## src/sv/fse2d_ram.sv

```systemverilog
// ----------------------------------------------------------------------------
// fse2d_ram
// Generic single-port-write, single-port-read RAM with registered read.
// ----------------------------------------------------------------------------
module fse2d_ram #(
   parameter int WIDTH = 36,
   parameter int DEPTH = 81
) (
   input  logic                     clock,
   input  logic                     wr_en,
   input  logic [$clog2(DEPTH)-1:0] wr_addr,
   input  logic [WIDTH-1:0]         wr_data,
   input  logic [$clog2(DEPTH)-1:0] rd_addr,
   output logic [WIDTH-1:0]         rd_data
);

   logic [WIDTH-1:0] mem [DEPTH];

   always_ff @(posedge clock) begin
      if (wr_en) begin
         mem[wr_addr] <= wr_data;
      end
      rd_data <= mem[rd_addr];
   end

endmodule

```

## config.mk

```make
export PLATFORM = sky130hd
export DESIGN_NAME = fse2d_ram
export DESIGN_NICKNAME = d
export VERILOG_FILES = /design/src/sv/fse2d_ram.sv
export SDC_FILE = /design/constraint.sdc
export NUM_CORES = 2
export LEC_CHECK = 0
export BUFFER_PORTS_ARGS = -buffer_cell sky130_fd_sc_hd__buf_4
export CAP_MARGIN = 30
export CORE_ASPECT_RATIO = 1.1
export CORE_MARGIN = 2
export CORE_UTILIZATION = 50
export DETAILED_ROUTE_END_ITERATION = 8
export PLACE_DENSITY = 0.64
export SYNTH_ARGS = -nofsm -noshare
export SYNTH_HDL_FRONTEND = slang
export SYNTH_SLANG_ARGS = --single-unit
```

## constraint.sdc

```tcl
create_clock -name clock -period 6.7 [get_ports clock]
set_clock_uncertainty 0.1 [all_clocks]
set_input_delay 0 -clock clock [delete_from_list [all_inputs] [get_ports clock]]
set_output_delay 0 -clock clock [all_outputs]
set_load 0.05 [all_outputs]
```

==> metrics.md <==
| Metric | Value |
|---|---|
| Fmax | `approximately 0.28 GHz` |
| Ys Warns | `0` |
| Least-Margin Pin Slew | `approximately 1 ns` |
| Final setup violation count | `0` |
| Vias in the first global route | `around 55,000` |
| PnR Total Power | `approximately 39 mW` |
| CP required | `about 7.5 ns` |
| Fin crit period | `between 3 and 4 ns` |
| CORE AREA | `~0.22 mm^2` |
| Syn-to-layout area delta | `13.3%` |
| Input/output buffers | `87` |
| Num rows | `182` |
| Vias/cell | `6.66` |
| Xor and xnor fraction of the mapped netlist area | `0` |
| Via count | `between 50,000 and 60,000` |
| Largest family of logic cells by synthesized area | `multiplexers` |
| Slew HR | `0.316` |
| Clock Pin Slew Worst Setup and Hold Paths | `roughly 0.060 ns` |
| Synth unique cells | `66` |
| Initial Util | `0.504` |
| DRC | `0` |
| CTS root buffer | `clkbuf_16` |
| RSZ-0062 raised after global routing | `false` |
| Flop and latch count out of synthesis | `2,952` |
| Seq/Total Area, Yosys | `0.782` |
| Util after Layout | `0.571` |
| TritonCTS clock tree | `built` |
| Power Density | `between 300 and 400 mW/mm^2` |
| Sum Neg Setup Slack | `0 ns` |
| H-Tree Depth | `5` |
| Clock net sink count | `2,952` |
| Most frequent cells in the layout | `2,916 x edfxtp_1, 650 x mux4_2, 316 x mux2i_1, 310 x clkbuf_16, 233 x buf_4` |
| Total I/O pin count | `just under 90` |
| Synth Area in Compound Gates | `0.0269` |
| Worst VDD drop | `0.318 mV` |
| Max-Cap Viols | `0` |
| Grt ovf | `0` |
| Simple-gate share of the synthesized area | `0.0145` |
| Gr usage total | `0.282` |
| Post-synthesis mux area share | `0.159` |
| Fraction of layout cells with a size suffix above 1 | `0.261` |
| CP max-delay cell | `dlygate4sd3_1` |
| DRT iter0 DRCs | `7,967` |
| Post-synth EDFFs | `around 2,900` |
| Initial antenna violation count | `13` |
| Worst setup EP type | `register` |
| Crit start category | `primary input` |
| Hpwl dp | `179 mm` |
| Syn avg cell area | `22.5 um^2` |
| First drt pass iteration count | `5` |
| R2R Setup Slk | `~3.7 ns` |
| Crit path max-delay family | `buffers and inverters` |
| Die H | `502 um` |
| Ys flop type | `edfxtp_1` |
| Syn Inst Count | `roughly 5,000` |
| Worst path cell trace | `dlygate4sd3_1 -> buf_8 -> buf_12 -> mux4_2 -> mux4_2 -> nand2b_1 -> nand3_1 -> dlygate4sd3_1 -> o211a_1 -> dlygate4sd3_1` |
| HP Class | `primary input to register` |
| Clk Latency, worst-skew pair | `between 0.9 and 1 ns` |
| Net Count, Synth | `~5,100` |
| Hold Fails Final Rpt | `0` |
| Status | `finished clean` |
| Most common cell after layout, fill and taps aside | `edfxtp_1` |
| Worst path bufs/invs | `5` |
| CP peak stage delay | `between 0.6 and 0.7 ns` |
| Die X | `457 um` |
| Largest net degree at the start of global routing | `112` |
| Routed Antenna Nets | `0` |
| Final Cycle Share | `0.540` |
| Die area | `0.230 mm^2` |
| First-pass GRT wire length | `around 450 mm` |
| Crit path max fanout | `approximately 110` |
| Slew Limit Fails | `0` |
| Leakage power figure | `approximately 40 nW` |
| Longest Clk Path Bufs | `4` |
| Post-CTS Setup Inserts | `0` |
| GPL Wtd Cong | `0.828` |
| Critical path class | `primary input to register` |
| Cell mode on critical path | `dlygate4sd3_1` |
| Worst EP arrival | `~4.4 ns` |
| Drt total wl | `between 300 and 400 mm` |
| Adder-Cell Fraction of Synth Area | `0` |
| Post-synth ARST share | `0` |
| Mean routed wirelength per cell | `roughly 38 um` |
| Post-Syn Area | `0.113 mm^2` |
| Nets@finish | `about 5,400` |
| TritonCTS buffer count | `about 300` |
[state kept, by name (all words and copies together) (netlist names)]
signal,flops
mem,2916
rd_data,36
[path summary, 6_finish.rpt]
kind / to / start / depth (start not counted)
max reg2reg: rd_data[12] / mem[71][12] / 7
min: mem[74][22] / wr_data[22] / 2
max: rd_data[12] / rd_addr[1] / 10
min reg2reg: rd_data[15] / mem[80][15] / 1
[metrics by stage]
step | cells | hold slack, ns | instance area (um^2) | setup WS (ns)
CTS | 8535 | 0.0678 | 128000 | 3.12
global placement | 7922 | 0.266 | 117000 | 2.84
finish | 8546 | 0.100 | 128000 | 3.08
global route | 8537 | 0.148 | 128000 | 3.01
detailed placement | 7947 | 0.274 | 118000 | 2.91
floorplan | 5010 | -0.00113 | 113000 | 2.08
[cells in the mapped netlist, types with 7 or more instances]
cell | count | share of area
a21oi_1 | 84 | 0.0037
a221oi_1 | 31 | 0.0024
a22o_1 | 11 | 0.00085
a22oi_1 | 130 | 0.0086
a31oi_1 | 7 | 0.00039
a32oi_1 | 15 | 0.0012
buf_1 | 14 | 0.00047
buf_12 | 19 | 0.0034
buf_2 | 81 | 0.0036
buf_4 | 34 | 0.0023
buf_6 | 33 | 0.0033
buf_8 | 8 | 0.0011
clkbuf_1 | 90 | 0.0030
dfxtp_1 | 36 | 0.0064
edfxtp_1 | 2916 | 0.78
mux2_2 | 18 | 0.0018
mux2i_1 | 316 | 0.028
mux4_2 | 650 | 0.13
nand2_1 | 123 | 0.0041
nand2b_1 | 18 | 0.0010
nand3_1 | 25 | 0.0011
nor2_1 | 119 | 0.0040
nor2b_1 | 23 | 0.0013
nor3_1 | 21 | 0.00093
o211ai_1 | 11 | 0.00073
o21ai_0 | 27 | 0.0012
o21ai_1 | 19 | 0.00084
o221ai_1 | 11 | 0.00085
o22ai_1 | 20 | 0.0011
o32ai_1 | 8 | 0.00062
[timing repair]
item | in CTS | in global routing
hold buffers | 59 | 0
hold endpoints to repair | 3617 | 0
gates resized for setup | 0 | 0
[report_power, final]
group | switching (mW) | internal (mW) | total [mW]
registers | 0.0597 | 20.4 | 20.4
clock network | 6.89 | 9.47 | 16.4
logic | 1.27 | 0.667 | 1.94
[layout make-up]
class,count,area [um^2]
clock buffers,384,8150
fillers,16210,96100
multi-input cells,1775,23300
well taps,2944,3680
flip-flops and latches,2952,88300
inverters,4,17.5
repair buffers,332,3160
diodes,10,25.0
clock inverters,145,1310
[kinds of logic after synthesis]
group | count (synthesis)
buffers and inverters | 283
AND/OR/NAND/NOR | 364
flip-flops | 2952
AO/OA/AOI/OAI | 427
multiplexers | 984
[per-layer routing]
layer / GRT usage / wire (um) / vias up
met2: 0.459 / 157000 / 3402
met4: 0.102 / 12900 / 8
li1: - / - / 22006
met3: 0.0475 / 32200 / 638
met5: 0 / 40 / -
met1: 0.387 / 121000 / 30865
Power figures use the tool's default switching activity.
